--- src/u8lc_pkg.sv ---
// ----------------------------------------------------------------------------
// u8lc_pkg
// Shared types, constants and helpers of the UTF-8 decoder with line and
// column tracking.
// ----------------------------------------------------------------------------
package u8lc_pkg;

    localparam int LINE_BITS   = 20;
    localparam int COLUMN_BITS = 20;

    localparam int CP_BITS  = 21;
    localparam int POS_BITS = 20;

    localparam logic [CP_BITS-1:0] REPLACEMENT_CP = 21'h00FFFD;
    localparam logic [CP_BITS-1:0] CP_LIMIT       = 21'h110000;
    localparam logic [CP_BITS-1:0] NEWLINE_CP     = 21'h00000A;

    localparam logic [7:0] LEAD2_MIN   = 8'hC0;
    localparam logic [7:0] LEAD3_MIN   = 8'hE0;
    localparam logic [7:0] LEAD4_MIN   = 8'hF0;
    localparam logic [7:0] INVALID_MIN = 8'hF8;
    localparam logic [7:0] ASCII_LIMIT = 8'h80;

    localparam logic [LINE_BITS-1:0]   LINE_MAX   = '1;
    localparam logic [COLUMN_BITS-1:0] COLUMN_MAX = '1;

    typedef struct packed {
        logic [LINE_BITS-1:0]   line;
        logic [COLUMN_BITS-1:0] column;
    } pos_t;

    typedef struct packed {
        logic [CP_BITS-1:0] partial_value;
        logic [1:0]         bytes_remaining;
        logic               holding;
        pos_t               pos;
    } dec_state_t;

    typedef struct packed {
        logic [CP_BITS-1:0]  code_point;
        logic                replaced;
        logic [POS_BITS-1:0] line_number;
        logic [POS_BITS-1:0] column_number;
        logic                end_of_text;
        logic                last_of_run;
    } result_t;

    typedef struct packed {
        logic [1:0] count;
        result_t    first;
        result_t    second;
        dec_state_t next_state;
    } dec_out_t;

    // Position after a character: a newline opens the next line at column 1,
    // anything else moves one column on; the end-of-text marker stays put.
    function automatic pos_t pos_advance(pos_t p, logic [CP_BITS-1:0] cp, logic eot);
        pos_t q;
        q = p;
        if (!eot) begin
            if (cp == NEWLINE_CP) begin
                if (p.line != LINE_MAX) begin
                    q.line = p.line + 1'b1;
                end
                q.column = {{(COLUMN_BITS-1){1'b0}}, 1'b1};
            end
            else if (p.column != COLUMN_MAX) begin
                q.column = p.column + 1'b1;
            end
        end
        return q;
    endfunction

endpackage

--- src/u8lc_decode.sv ---
// ----------------------------------------------------------------------------
// u8lc_decode
// Single-pass decode of one byte against the held sequence state; yields up
// to two results with their positions and the next state.
// ----------------------------------------------------------------------------
module u8lc_decode (
    input  logic [7:0]           text_byte,
    input  u8lc_pkg::dec_state_t state,
    output u8lc_pkg::dec_out_t   dec
);
    import u8lc_pkg::*;

    logic               is_cont;
    logic               is_lead;
    logic               absorb;
    logic               held_emit;
    logic               byte_emit;
    logic [CP_BITS-1:0] held_cp;
    logic               held_repl;
    logic [CP_BITS-1:0] byte_cp;
    logic               byte_repl;
    logic               byte_eot;
    result_t            r_first;
    result_t            r_second;
    pos_t               pos1;
    pos_t               pos2;
    dec_state_t         nxt;

    always_comb
    begin
        is_cont   = (text_byte[7:6] == 2'b10);
        is_lead   = (text_byte >= LEAD2_MIN) && (text_byte < INVALID_MIN);
        absorb    = state.holding && is_cont && (state.bytes_remaining != 2'd0);
        held_emit = state.holding && !absorb;
        byte_emit = !absorb && !is_lead;

        // A continuation after a full sequence, a truncation or a value past the code space voids the held character.
        if (is_cont || (state.bytes_remaining != 2'd0) || (state.partial_value >= CP_LIMIT))
        begin
            held_cp   = REPLACEMENT_CP;
            held_repl = 1'b1;
        end
        else
        begin
            held_cp   = state.partial_value;
            held_repl = 1'b0;
        end

        byte_eot = (text_byte == 8'h00);
        if (text_byte < ASCII_LIMIT)
        begin
            byte_cp   = {{(CP_BITS-8){1'b0}}, text_byte};
            byte_repl = 1'b0;
        end
        else
        begin
            byte_cp   = REPLACEMENT_CP;
            byte_repl = 1'b1;
        end

        r_first  = '0;
        r_second = '0;
        if (held_emit)
        begin
            r_first.code_point = held_cp;
            r_first.replaced   = held_repl;
        end
        else
        begin
            r_first.code_point  = byte_cp;
            r_first.replaced    = byte_repl;
            r_first.end_of_text = byte_eot;
        end
        r_second.code_point  = byte_cp;
        r_second.replaced    = byte_repl;
        r_second.end_of_text = byte_eot;

        pos1 = pos_advance(state.pos, r_first.code_point, r_first.end_of_text);
        pos2 = pos_advance(pos1, r_second.code_point, r_second.end_of_text);

        r_first.line_number    = POS_BITS'(state.pos.line);
        r_first.column_number  = POS_BITS'(state.pos.column);
        r_second.line_number   = POS_BITS'(pos1.line);
        r_second.column_number = POS_BITS'(pos1.column);

        dec.count = {1'b0, held_emit} + {1'b0, byte_emit};
        r_first.last_of_run  = (dec.count == 2'd1);
        r_second.last_of_run = 1'b1;

        nxt = state;
        if (absorb)
        begin
            nxt.partial_value   = {state.partial_value[CP_BITS-7:0], text_byte[5:0]};
            nxt.bytes_remaining = state.bytes_remaining - 2'd1;
            nxt.holding         = 1'b1;
        end
        else if (is_lead)
        begin
            nxt.holding = 1'b1;
            if (text_byte >= LEAD4_MIN)
            begin
                nxt.partial_value   = {{(CP_BITS-3){1'b0}}, text_byte[2:0]};
                nxt.bytes_remaining = 2'd3;
            end
            else if (text_byte >= LEAD3_MIN)
            begin
                nxt.partial_value   = {{(CP_BITS-4){1'b0}}, text_byte[3:0]};
                nxt.bytes_remaining = 2'd2;
            end
            else
            begin
                nxt.partial_value   = {{(CP_BITS-5){1'b0}}, text_byte[4:0]};
                nxt.bytes_remaining = 2'd1;
            end
        end
        else
        begin
            nxt.holding         = 1'b0;
            nxt.partial_value   = '0;
            nxt.bytes_remaining = 2'd0;
        end

        case (dec.count)
            2'd1:    nxt.pos = pos1;
            2'd2:    nxt.pos = pos2;
            default: nxt.pos = state.pos;
        endcase

        dec.first      = r_first;
        dec.second     = r_second;
        dec.next_state = nxt;
    end

endmodule

--- src/utf8_decoder_line_col_unit.sv ---
// ----------------------------------------------------------------------------
// utf8_decoder_line_col_unit
// UTF-8 decoder that reports, for every character, the line and column
// where it starts.
// ----------------------------------------------------------------------------
// Results: the results of a byte are written into the result queue when it
// is transferred in and reach the output from its head; a second result of
// the same byte follows the first. Throughput: one byte per cycle unless
// stalled, bounded by the single output port when bytes give two results;
// the four-entry result queue sets the stall.
// Reset: rst_n clears the sequence state, empties the queue and sets the
// position to line 1, column 1.
// ----------------------------------------------------------------------------
module utf8_decoder_line_col_unit (
    input  logic                         clk,
    input  logic                         rst_n,
    input  logic                         in_valid,
    output logic                         in_stall,
    input  logic [7:0]                   text_byte,
    output logic                         out_valid,
    input  logic                         out_stall,
    output logic [u8lc_pkg::CP_BITS-1:0]  code_point,
    output logic                         replaced,
    output logic [u8lc_pkg::POS_BITS-1:0] line_number,
    output logic [u8lc_pkg::POS_BITS-1:0] column_number,
    output logic                         end_of_text,
    output logic                         last_of_run
);
    import u8lc_pkg::*;

    // The decoder state lives in one register. Each transferred byte is
    // decoded in a single pass and its results are written into a small
    // circular queue whose head drives the output ports directly.
    dec_state_t state_reg;
    dec_state_t state_next;
    dec_out_t   dec;

    result_t    queue_reg [4];
    logic [1:0] wr_ptr_reg;
    logic [1:0] wr_ptr_next;
    logic [1:0] rd_ptr_reg;
    logic [1:0] rd_ptr_next;
    logic [2:0] count_reg;
    logic [2:0] count_next;
    logic       in_xfer;
    logic       out_xfer;
    logic [2:0] push_count;
    result_t    head;

    u8lc_decode u_decode (
        .text_byte (text_byte),
        .state     (state_reg),
        .dec       (dec)
    );

    // With at most two entries occupied there is room for the two results
    // a single byte can produce, so the stall depends on registers only.
    assign in_stall  = (count_reg > 3'd2);
    assign in_xfer   = in_valid && !in_stall;
    assign out_valid = (count_reg != 3'd0);
    assign out_xfer  = out_valid && !out_stall;

    always_comb
    begin
        push_count  = in_xfer ? {1'b0, dec.count} : 3'd0;
        state_next  = in_xfer ? dec.next_state : state_reg;
        wr_ptr_next = wr_ptr_reg + push_count[1:0];
        rd_ptr_next = rd_ptr_reg + {1'b0, out_xfer};
        count_next  = count_reg + push_count - {2'b00, out_xfer};
    end

    always_ff @(posedge clk or negedge rst_n)
    begin
        if (!rst_n)
        begin
            state_reg.partial_value   <= '0;
            state_reg.bytes_remaining <= 2'd0;
            state_reg.holding         <= 1'b0;
            state_reg.pos.line        <= {{(LINE_BITS-1){1'b0}}, 1'b1};
            state_reg.pos.column      <= {{(COLUMN_BITS-1){1'b0}}, 1'b1};
            wr_ptr_reg                <= 2'd0;
            rd_ptr_reg                <= 2'd0;
            count_reg                 <= 3'd0;
        end
        else
        begin
            state_reg  <= state_next;
            wr_ptr_reg <= wr_ptr_next;
            rd_ptr_reg <= rd_ptr_next;
            count_reg  <= count_next;
        end
    end

    // Queue payload carries no reset; only the pointers and count matter.
    always_ff @(posedge clk)
    begin
        if (in_xfer && (dec.count != 2'd0))
        begin
            queue_reg[wr_ptr_reg] <= dec.first;
        end
        if (in_xfer && (dec.count == 2'd2))
        begin
            queue_reg[wr_ptr_reg + 2'd1] <= dec.second;
        end
    end

    assign head          = queue_reg[rd_ptr_reg];
    assign code_point    = head.code_point;
    assign replaced      = head.replaced;
    assign line_number   = head.line_number;
    assign column_number = head.column_number;
    assign end_of_text   = head.end_of_text;
    assign last_of_run   = head.last_of_run;

    // The queue never holds more than its four entries.
    assert property (@(posedge clk) disable iff (!rst_n) count_reg <= 3'd4)
        else $error("result queue overflow");

    // The pointer distance always agrees with the occupancy count.
    assert property (@(posedge clk) disable iff (!rst_n)
        (wr_ptr_reg - rd_ptr_reg) == count_reg[1:0])
        else $error("queue pointers disagree with count");

    // A zero byte flushes any held sequence.
    assert property (@(posedge clk) disable iff (!rst_n)
        (in_xfer && (text_byte == 8'h00)) |=> !state_reg.holding)
        else $error("sequence still held after end of text");

    // Positions start at one and never fall to zero.
    assert property (@(posedge clk) disable iff (!rst_n)
        (state_reg.pos.line != '0) && (state_reg.pos.column != '0))
        else $error("line or column counter reached zero");

endmodule

--- config.mk ---
export PLATFORM = sky130hd
export DESIGN_NAME = utf8_decoder_line_col_unit
export DESIGN_NICKNAME = d
export VERILOG_FILES = /design/src/u8lc_pkg.sv /design/src/u8lc_decode.sv /design/src/utf8_decoder_line_col_unit.sv
export SDC_FILE = /design/constraint.sdc
export NUM_CORES = 1
export LEC_CHECK = 0
export BUFFER_PORTS_ARGS = -buffer_cell sky130_fd_sc_hd__buf_4
export CAP_MARGIN = 20
export CORE_AREA = 4 4 216 218
export CTS_CLUSTER_SIZE = 16
export DETAILED_ROUTE_END_ITERATION = 10
export DIE_AREA = 0 0 220 222
export HOLD_SLACK_MARGIN = 0.02
export PLACE_DENSITY = 0.58
export SKIP_CTS_REPAIR_TIMING = 1
export SLEW_MARGIN = 10
export SYNTH_ARGS = -nofsm -noshare
export SYNTH_HDL_FRONTEND = slang
export SYNTH_SLANG_ARGS = --single-unit
export TNS_END_PERCENT = 100
--- constraint.sdc ---
create_clock -name clk -period 10.8 [get_ports clk]
set_clock_uncertainty 0.1 [all_clocks]
set_input_delay 1.62 -clock clk [delete_from_list [all_inputs] [get_ports clk]]
set_output_delay 1.62 -clock clk [all_outputs]
set_load 0.01 [all_outputs]
==> results of run 1 <==
[worst max-delay path: cells and delay by family]
| kind | cells | cell delay (ps) |
|---|---|---|
| simple gates | 9 | 3470 |
| fa+ha+maj | 1 | 220 |
| compound gates | 6 | 1750 |
| xor+xnor | 1 | 80 |
| buf+inv | 2 | 240 |
[per-stage QoR]
step                      cells  utilization [%]
after floorplan            1642                -
after detailed placement   2210             42.0
after CTS                  2279             44.7
after global routing       2279             44.7
final                      2279             44.7
after global placement     2210             42.0
[final timing paths]
| check | start | slack [ps] | endpoint |
|---|---|---|---|
| max | text_byte[4] | 3710 | state_reg[22]$_DFFE_PN0P_ |
| min | queue_reg[3][0]$_SDFFE_PP1P_ | 360 | queue_reg[3][0]$_SDFFE_PP1P_ |
| max reg2reg | state_reg[40]$_DFFE_PN0P_ | 4470 | state_reg[22]$_DFFE_PN0P_ |
| min reg2reg | queue_reg[3][0]$_SDFFE_PP1P_ | 360 | queue_reg[3][0]$_SDFFE_PP1P_ |
| max in group asynchronous | rst_n | 8590 | rd_ptr_reg[0]$_DFF_PN0_ |
| min in group asynchronous | rst_n | 810 | state_reg[13]$_DFFE_PN0P_ |
[cells by family after synthesis]
group / share of synthesized area, %
AOI/OAI and AO/OA: 17.4
xor gates and xnor gates: 2.71
adders and majority gates: 1.03
buffers and inverters: 3.61
DFF: 51.9
muxes: 8.74
and+or+nand+nor: 14.6
[power groups by stage]
stage / Sequential, mW / Clock (mW) / Combinational (mW)
after floorplan: 1.60 / 0 / 0.939
after global routing: 1.72 / 1.34 / 1.52
final: 1.70 / 1.26 / 1.41
after CTS: 1.70 / 1.29 / 1.43
after global placement: 1.72 / 0 / 1.42
after detailed placement: 1.73 / 0 / 1.42
[placed cells by master, fill, tap and decap left out, drive strengths merged, types with 41 or more instances in the layout]
| cell type | Yosys | layout |
|---|---|---|
| a21oi | 42 | 42 |
| a22o | 52 | 52 |
| buf | 28 | 107 |
| clkbuf | 111 | 50 |
| dfrtp | 69 | 69 |
| edfxtp | 232 | 232 |
| mux4 | 64 | 64 |
| nand2 | 237 | 237 |
| nand3 | 45 | 45 |
| nor2 | 87 | 87 |
| o21ai | 210 | 210 |
| o22ai | 41 | 41 |
[metal layers]
| metal | share of wire (%) | global-route usage, % | wire [µm] | up-vias |
|---|---|---|---|---|
| met5 | 0 | 0 | 0 | - |
| met4 | 2.4 | 6.56 | 1360 | 0 |
| met3 | 7.9 | 3.71 | 4400 | 88 |
| met2 | 46 | 35.1 | 25900 | 646 |
| met1 | 43 | 32.9 | 24200 | 6944 |
| li1 | - | - | - | 6273 |
[layout make-up]
cell class                 count  area (µm²)
fill                        4286       24800
multi-input combinational   1152        7980
timing repair buffer         107         803
clock buffer                  50        1070
clock inverter                19         154
tap                          600         751
inverter                      24        90.1
sequential                   327        9230
==> results.md, run 1 <==
- Outcome: completed
- Num CTS Buffers: 38
- Htree depth: 2
- Cell Int Power: 2.84 mW
- First-pass GRT wire length: 85200 µm
- DRC Markers: 0
- Worst Setup End Kind: register
- Flops & latches, synth: 327
- Combinational share of power: 32.3%
- Die Width: 220 µm
- Layout cells sized above 1: 16.6%
- # rows: 78
- Gate Count Post-Synth: 1642
- RSZ-0062 raised after global routing: false
- Worst-path clk slew: 60 ps
- Slew headroom: 31.1%
- Die height: 222 µm
- Top_reg_cell synth: edfxtp_1
- Core box area: 44900 µm²
- Worst min-delay path class: register to register
- Sw power: 1.53 mW
- Clock Path Buffers: 3
- Number of synthesized flops with an enable pin: 232
- Post-synth ARST share: 21.7%
- Synth top area cells: edfxtp_1, dfrtp_1, mux4_2, o21ai_0, nand2_1
- Post-synth cell types: 87
- CTS tree: done
- Syn. warnings: 0
- Synth top cells by count: nand2_1, edfxtp_1, o21ai_0
- Fin nets: 1676
- Reg power frac: 38.9%
- Most frequent cell after synthesis: nand2_1
- Slowest-stage cell, CP: nand4bb_1
- Crit start category: input port
- Vias per cell: 6.12
- Switching portion of total power: 35.0%
- Setup Slack @ Placement: 3340 ps
- Post-synthesis average cell area: 10.8 µm²
- Leakage: 6.77 nW
- Setup CP Type: input port to register
- Pre-Repair DR Iteration Count: 5
- Initial drt markers: 1564
- Achievable Freq: 141 MHz
- Max cap viols: 0
- Via count: 14000
- Worst skew pair latency: 570 ps
- Worst Max-Slew Pin Slew: 1030 ps
- WL/cell: 24.5 µm
- Leading area contributor after synthesis: edfxtp_1
- Vias in the first global route: 13500
- Total grt overflow: 0
- Final setup vio count: 0
- Top-area cell type share of the netlist area: 39.2%
- Fin crit share: 65.7%
- Clock power frac: 28.9%
- Critical path, cell by cell: buf_4 > nor4_1 > o211ai_1 > o21ai_0 > nor2_1 > nand3_1 > nand2_1 > a21boi_0 > inv_1 > ha_1 > nor4bb_1 > nand3_1 > a211oi_1 > nor2_1 > a2111oi_1 > nand4bb_1 > and4_1 > o21ai_1 > xnor2_1
- Minimum clock period: 7090 ps
- Post-synth net total: 1668
- Largest net degree at the start of global routing: 61
- Overall routing resource usage: 22.6%
- CP arrival: 7410 ps
- Initial core utilization: 39.6%
- Placer congestion estimate: 0.937
- Seq/Total Area, Yosys: 51.9%
- Dpl cell area: 18900 µm²
- Power Total: 4.38 mW
- Post-route setup TNS: 0 ps
- Syn-to-layout area delta: 12.9%
- Final WS setup: 3710 ps
- Reg2Reg Depth: 19
- Slowest stage delay, CP: 850 ps
- Full die area: 48800 µm²
- Hold Crit Depth: 1
- Final Slew Violations: 0
- Root Driver: clkbuf_16
- Final instance area: 20100 µm²
- Critical path peak fanout: 18
- Pwr/cell area: 218 nW/µm²
- Maximum VDD drop: 154 µV
- Ant diodes: 0
- Largest register FFs: 256
- Antenna viol nets, final: 0
- Num Clock Sinks: 327
- Hpwl dp: 35300 µm
- Post-Syn Area: 17800 µm²
- Final Hold Fails: 0
- Initial antenna violation count: 0
- IO buf count: 77
- I/O pin count: 78
- Worst EP required: 11120 ps
- Final hold slack: 358 ps
- Final WL: 55800 µm
Note: power is estimated with default switching activity, not from simulation.
==> run 2, diff against run 1 <==
--- a/config.mk
+++ b/config.mk
@@ -5,6 +5,7 @@
 export SDC_FILE = /design/constraint.sdc
 export NUM_CORES = 1
 export LEC_CHECK = 0
+export ABC_AREA = 1
 export BUFFER_PORTS_ARGS = -buffer_cell sky130_fd_sc_hd__buf_4
 export CAP_MARGIN = 20
 export CORE_AREA = 4 4 216 218
==> constraint.sdc (replaced) <==
create_clock -name clk -period 6.8 [get_ports clk]
set_clock_uncertainty 0.1 [all_clocks]
set_input_delay 1.02 -clock clk [delete_from_list [all_inputs] [get_ports clk]]
set_output_delay 1.02 -clock clk [all_outputs]
set_load 0.01 [all_outputs]
==> results.md, run 2 <==
- Switching portion of total power: 41.7% (+6.7 points)
- Core box area: 44900 µm² (unchanged)
- Critical path peak fanout: 49 (+31)
- Vias in the first global route: 15200 (+13%)
- Worst Max-Slew Pin Slew: 988 ps (-45.3 ps)
- Seq/Total Area, Yosys: 51.8% (about the same)
- Maximum VDD drop: 300 µV (+95%)
- Crit path max-delay family: buffers and inverters
- Critical path, cell by cell: inv_1 > nor2_1 > nand2_4 > nand2_4 > inv_2 > ha_1 > inv_1 > nor2_1 > inv_1 > nor3_1 > clkinv_1 > buf_4 > nand2_2 > buf_4
- Initial antenna violation count: 1 (+1)
- Pre-Repair DR Iteration Count: 6 (+1)
- Leading area contributor after synthesis: edfxtp_1
- First-pass GRT wire length: 88200 µm (+3.5%)
- Antenna viol nets, final: 0 (unchanged)
- Most frequent cell after synthesis: nand2_1
- Sw power: 3.57 mW (+130%)
- Syn-to-layout area delta: 13.4%
- Placer congestion estimate: 0.910 (-2.8%)
- Htree depth: 2 (unchanged)
- Max cap viols: 0 (unchanged)
- Post-synth net total: 2090 (+25%)
- CTS tree: done
- Post-synthesis average cell area: 8.62 µm² (-20%)
- Number of synthesized flops with an enable pin: 232 (unchanged)
- Final WL: 56900 µm (+2.0%)
- Fin nets: 2123 (+27%)
- Worst EP required: 6920 ps (-4200 ps)
- Setup CP Type: register to register
- Combinational share of power: 41.8% (+9.5 points)
- Achievable Freq: 214 MHz
- Num Clock Sinks: 327 (unchanged)
- CP most frequent cell: inv_1
- Synth top area cells: edfxtp_1, dfrtp_1, o22ai_1, nand2_1, o21ai_0
- Fin crit share: 68.8%
- Slowest-stage cell, CP: ha_1
- Most frequent cells in the layout: nand2_1, o22ai_1, nor2_1
- Worst min-delay path class: input port to asynchronous set/reset pin
- RSZ-0062 raised after global routing: false
- Cell Int Power: 4.99 mW (+75%)
- Worst skew pair latency: 560 ps (about the same)
- IO buf count: 77 (unchanged)
- Num CTS Buffers: 40 (+5.3%)
- Outcome: completed
- Via count: 15800 (+13%)
- Die height: 222 µm (unchanged)
- Initial core utilization: 39.7% (about the same)
- WL/cell: 20.9 µm (-15%)
- Commonest non-fill, non-tap cell in the layout: nand2_1
- Area of the multi-input gates: 7310 µm² (-8.3%)
- I/O pin count: 78 (unchanged)
- Root Driver: clkbuf_16
- Flops & latches, synth: 327 (unchanged)
- Final setup vio count: 0 (unchanged)
- Reg power frac: 32.8% (-6.1 points)
- Dpl cell area: 18900 µm² (about the same)
- # rows: 78 (unchanged)
- Largest net degree at the start of global routing: 67 (+9.8%)
- Initial drt markers: 1425 (-8.9%)
- Clock power frac: 25.3% (-3.6 points)
- Worst Setup End Kind: register
- Gate Count Post-Synth: 2064 (+26%)
- Minimum clock period: 4680 ps
- Final Hold Fails: 0 (unchanged)
- Die Width: 220 µm (unchanged)
- Pwr/cell area: 424 nW/µm² (+94%)
- Largest register FFs: 256 (unchanged)
- Worst R2R Setup Slack: 2120 ps (-2350 ps)
- Post-route setup TNS: 0 ps (unchanged)
- Crit path buffers/inverters: 7 (+5)
- Fillcell total: 4397 (+2.6%)
- Slew headroom: 34.1% (+3.1 points)
- Full die area: 48800 µm² (unchanged)
- Post-synth ARST share: 21.7% (unchanged)
- Top-area cell type share of the netlist area: 39.1% (about the same)
- Final instance area: 20200 µm² (+0.57%)
- Slowest stage delay, CP: 820 ps (-30 ps)
- Top_reg_cell synth: edfxtp_1
- Ant diodes: 0 (unchanged)
- Hpwl dp: 36100 µm (+2.1%)
- Overall routing resource usage: 22.8% (+0.17 points)
- Vias per cell: 5.78 (-5.6%)
- Syn. warnings: 0 (unchanged)
- DRC Markers: 0 (unchanged)
- Layout cells sized above 1: 13.2% (-3.4 points)
- Post-synth cell types: 50 (-43%)
- Post-Syn Area: 17800 µm² (about the same)
- Crit start category: register
- Clock Path Buffers: 3 (unchanged)
- Total grt overflow: 0 (unchanged)
- CP arrival: 4810 ps (-2600 ps)
- Synth top cells by count: nand2_1, o22ai_1, nor2_1
- Worst-path clk slew: 60 ps (about the same)
- Final Slew Violations: 0 (unchanged)
- Register area: 9230 µm² (about the same)
- Leakage: 7.70 nW (+14%)
-- run 2: changes by cell type in the layout (fill, tap and decap cells not counted), sizes merged, moves of 34 or more --
| cell | previous run | this run |
|---|---|---|
| inv | 28 | 194 |
| o21ai | 210 | 244 |
| a22o | 52 | 0 |
| nor2 | 87 | 265 |
| o22ai | 41 | 269 |
| nand3 | 45 | 140 |
| nand2 | 237 | 350 |
| mux4 | 64 | 0 |
| xnor2 | 37 | 3 |
-- run 2: stage by stage --
stage / hold WS [ps] / utilization [%] / power, mW / instances / setup WS [ps]
2_1_floorplan: 323 / - / 5.00 / 2064 / 2250
3_3_place_gp: 336 / 42.0 / 6.35 / 2655 / 1700
3_5_place_dp: 342 / 42.0 / 6.41 / 2655 / 1670
4_1_cts: 182 / 45.0 / 8.59 / 2728 / 2170
5_1_grt: 207 / 45.0 / 9.07 / 2728 / 1820
6_report: 210 / 45.0 / 8.55 / 2728 / 2120
-- run 2: area by class of cell --
type	count	share of cell area [%]
Inverter	203	3.79
Tap cell	600	3.72
Clock inverter	13	0.713
Timing Repair Buffer	106	4.00
Clock buffer	60	5.83
Sequential cell	327	45.7
Multi-Input combinational cell	1419	36.2
-- run 2: kinds of logic (layout without fill, tap and decap cells) --
group,count (synthesis),count (layout),share of synthesized area [%]
adders and majority gates,14,14,1.03
DFF,327,327,51.8
AOI/OAI and AO/OA,553,553,17.6
and+or+nand+nor,831,831,21.3
buffers and inverters,318,382,7.18
xor gates and xnor gates,21,21,1.03
-- run 2: power by group through the flow --
stage / registers (mW) / logic, mW / clock network [mW]
after floorplan: 2.74 / 2.26 / 0
after global placement: 2.83 / 3.52 / 0
after detailed placement: 2.83 / 3.57 / 0
after CTS: 2.80 / 3.59 / 2.20
after global routing: 2.84 / 3.94 / 2.29
final: 2.81 / 3.58 / 2.17
-- run 2: per-layer routing --
layer  GRT usage, %  wire length [µm]  vias up
li1               -                 -     7371
met1           31.0             24500     7652
met2           36.8             26700      622
met3           3.48              3910      123
met4           8.45              1830        2
met5              0                 7        -
-- run 2: path summary, 6_finish.rpt --
kind	cells after the start	startpoint	endpoint
setup reg to reg	14	state_reg[40]$_DFFE_PN0P_	queue_reg[0][27]$_DFFE_PP_
max in group asynchronous	2	rst_n	rd_ptr_reg[0]$_DFF_PN0_
setup / recovery	14	state_reg[40]$_DFFE_PN0P_	queue_reg[0][27]$_DFFE_PP_
hold reg to reg	2	queue_reg[2][63]$_SDFFE_PP0P_	queue_reg[2][63]$_SDFFE_PP0P_
hold / removal	1	rst_n	state_reg[41]$_DFFE_PN0P_
min in group clk	2	queue_reg[2][63]$_SDFFE_PP0P_	queue_reg[2][63]$_SDFFE_PP0P_
==> run 3, diff against run 2 <==
--- a/config.mk
+++ b/config.mk
@@ -13,7 +13,7 @@
 export DETAILED_ROUTE_END_ITERATION = 10
 export DIE_AREA = 0 0 220 222
 export HOLD_SLACK_MARGIN = 0.02
-export PLACE_DENSITY = 0.58
+export PLACE_DENSITY = 0.6
 export SKIP_CTS_REPAIR_TIMING = 1
 export SLEW_MARGIN = 10
 export SYNTH_ARGS = -nofsm -noshare
==> constraint.sdc (replaced) <==
create_clock -name clk -period 3.8 [get_ports clk]
set_clock_uncertainty 0.1 [all_clocks]
set_input_delay 0.57 -clock clk [delete_from_list [all_inputs] [get_ports clk]]
set_output_delay 0.57 -clock clk [all_outputs]
set_load 0.01 [all_outputs]
==> results.md, run 3 (same netlist as run 2, synthesis figures left out) <==
- Outcome: completed
- Combinational share of power: 45.2% (+3.4 points)
- Worst skew pair latency: 580 ps (+20 ps)
- Num Clock Sinks: 327 (unchanged)
- Final Hold Fails: 0 (unchanged)
- Commonest non-fill, non-tap cell in the layout: nand2_1
- Antenna viol nets, final: 0 (unchanged)
- Worst Setup End Kind: register
- Final WL: 58900 µm (+3.4%)
- Minimum clock period: 3530 ps (-1150 ps)
- Switching portion of total power: 42.4% (+0.75 points)
- Num CTS Buffers: 37 (-7.5%)
- Total grt overflow: 0 (unchanged)
- Slowest stage delay, CP: 360 ps (-460 ps)
- Largest net degree at the start of global routing: 130 (+94%)
- Final Slew Violations: 0 (unchanged)
- Initial core utilization: 39.7% (unchanged)
- CP most frequent cell: nand2_1
- Power Total: 15.4 mW (+80%)
- Worst EP required: 4140 ps (-2780 ps)
- Initial drt markers: 1657 (+16%)
- Final instance area: 20800 µm² (+3.2%)
- Achievable Freq: 284 MHz (+33%)
- Vias per cell: 5.78 (about the same)
- Largest register FFs: 256 (unchanged)
- Critical path peak fanout: 9 (-82%)
- Via count: 16200 (+2.6%)
- Worst min-delay path class: input port to asynchronous set/reset pin
- Crit start category: register
- Worst Max-Slew Pin Slew: 935 ps (-52.7 ps)
- Leakage: 8.03 nW (+4.3%)
- Core box area: 44900 µm² (unchanged)
- Vias in the first global route: 15800 (+4.0%)
- Htree depth: 2 (unchanged)
- First-pass GRT wire length: 91300 µm (+3.5%)
- Pwr/cell area: 740 nW/µm² (+75%)
- Syn-to-layout area delta: 17.1%
- Setup Slack @ Placement: -9.68 ps (-1680 ps)
- Max cap viols: 0 (unchanged)
- Cell Int Power: 8.88 mW (+78%)
- Placer congestion estimate: 0.952 (+4.5%)
- I/O pin count: 78 (unchanged)
- Slew headroom: 37.7% (+3.5 points)
- Final WS setup: 273 ps (-1850 ps)
- Overall routing resource usage: 23.6% (+0.80 points)
- # rows: 78 (unchanged)
- Critical path, cell by cell: inv_1 > ha_2 > nand2_2 > nor2_4 > buf_12 > nand2_2 > nand2_2 > nand2_1 > nor2_1 > nand2_1 > nor2_4 > nand3_4 > buf_4 > nand2_1 > nand2_4 > nor2_4 > nand2_1 > nor2_4 > nand4_4 > buf_4 > nand2_1 > nand2_1 > nand3_1 > o21ai_1
- Root Driver: clkbuf_16
- Most frequent cells in the layout: nand2_1, o22ai_1, nor2_1
- Pre-Repair DR Iteration Count: 6 (unchanged)
- WL/cell: 21.1 µm (+0.87%)
- Sw power: 6.55 mW (+84%)
- Clock power frac: 22.9% (-2.4 points)
- Worst-path clk slew: 60 ps (about the same)
- Dpl cell area: 19500 µm² (+3.3%)
- Fin nets: 2193 (+3.3%)
- Slowest-stage cell, CP: dfrtp_1
- CP arrival: 3860 ps (-950 ps)
- Die Width: 220 µm (unchanged)
- Die height: 222 µm (unchanged)
- Full die area: 48800 µm² (unchanged)
- Reg power frac: 31.9% (-0.9 points)
- Maximum VDD drop: 641 µV (+110%)
- Ant diodes: 0 (unchanged)
- DRC Markers: 0 (unchanged)
- CTS tree: done
- Reg2Reg Depth: 24 (+10)
- Setup CP Type: register to register
- Clock Path Buffers: 3 (unchanged)
- Fin crit share: 92.8% (+24 points)
- Initial antenna violation count: 1 (unchanged)
- Layout cells sized above 1: 16.6% (+3.4 points)
- Hpwl dp: 36800 µm (+2.0%)
- Fillcell total: 4405 (+0.18%)
- Final setup vio count: 0 (unchanged)
- IO buf count: 77 (unchanged)
## run 3: worst paths after layout
kind                                               start                       endpoint  slack [ps]
setup / recovery               state_reg[41]$_DFFE_PN0P_      state_reg[30]$_DFFE_PN0P_         270
setup reg to reg               state_reg[41]$_DFFE_PN0P_      state_reg[30]$_DFFE_PN0P_         270
max in group asynchronous                          rst_n       state_reg[0]$_DFFE_PN1P_        2750
hold / removal                                     rst_n      state_reg[60]$_DFFE_PN0P_          40
hold reg to reg            queue_reg[1][62]$_SDFFE_PP0P_  queue_reg[1][62]$_SDFFE_PP0P_         360
min in group clk                            text_byte[4]      state_reg[47]$_DFFE_PN0P_         190
## run 3: area by class of cell
type                       count  area (µm²)  share of cell area (%)
clock buffer                  51         988                    4.74
timing repair buffer         178        1520                    7.27
multi-input combinational   1420        7400                    35.5
tap                          600         751                    3.60
sequential                   327        9230                    44.3
clock inverter                17         188                   0.900
inverter                     203         771                    3.70
## run 3: per-layer routing
layer | part of all wire (%) | vias up | global-route usage, %
met2 | 47 | 651 | 37.9
met1 | 43 | 7921 | 32.3
met5 | 0 | - | 0
met3 | 6.9 | 113 | 4.28
li1 | - | 7489 | -
met4 | 2.7 | 0 | 7.78
## run 3: power by group through the flow
stage	combinational [mW]	clock, mW	sequential, mW
4_1_cts	6.88	3.60	4.91
5_1_grt	7.62	3.74	4.98
2_1_floorplan	4.05	0	4.89
3_5_place_dp	6.86	0	4.99
6_report	6.97	3.54	4.92
3_3_place_gp	6.79	0	4.97
## run 3: worst max-delay path: cells and delay by family (launching register included)
kind,cells,cell delay [ps]
flip-flops,1,360
buffers and inverters,4,650
adder cells (fa/ha/maj),1,210
AO/OA/AOI/OAI,1,70
AND/OR/NAND/NOR,18,1990
## run 3: metrics by stage
stage                     utilization, %  hold slack (ps)  instances  TNS (ps)
final                               46.4             40.1       2796         0
after floorplan                        -              174       2064         0
after global routing                46.4              101       2796     -9.57
after detailed placement            43.4              341       2717     -9.68
after global placement              43.4              337       2717     -21.0
after CTS                           46.0             38.7       2785         0
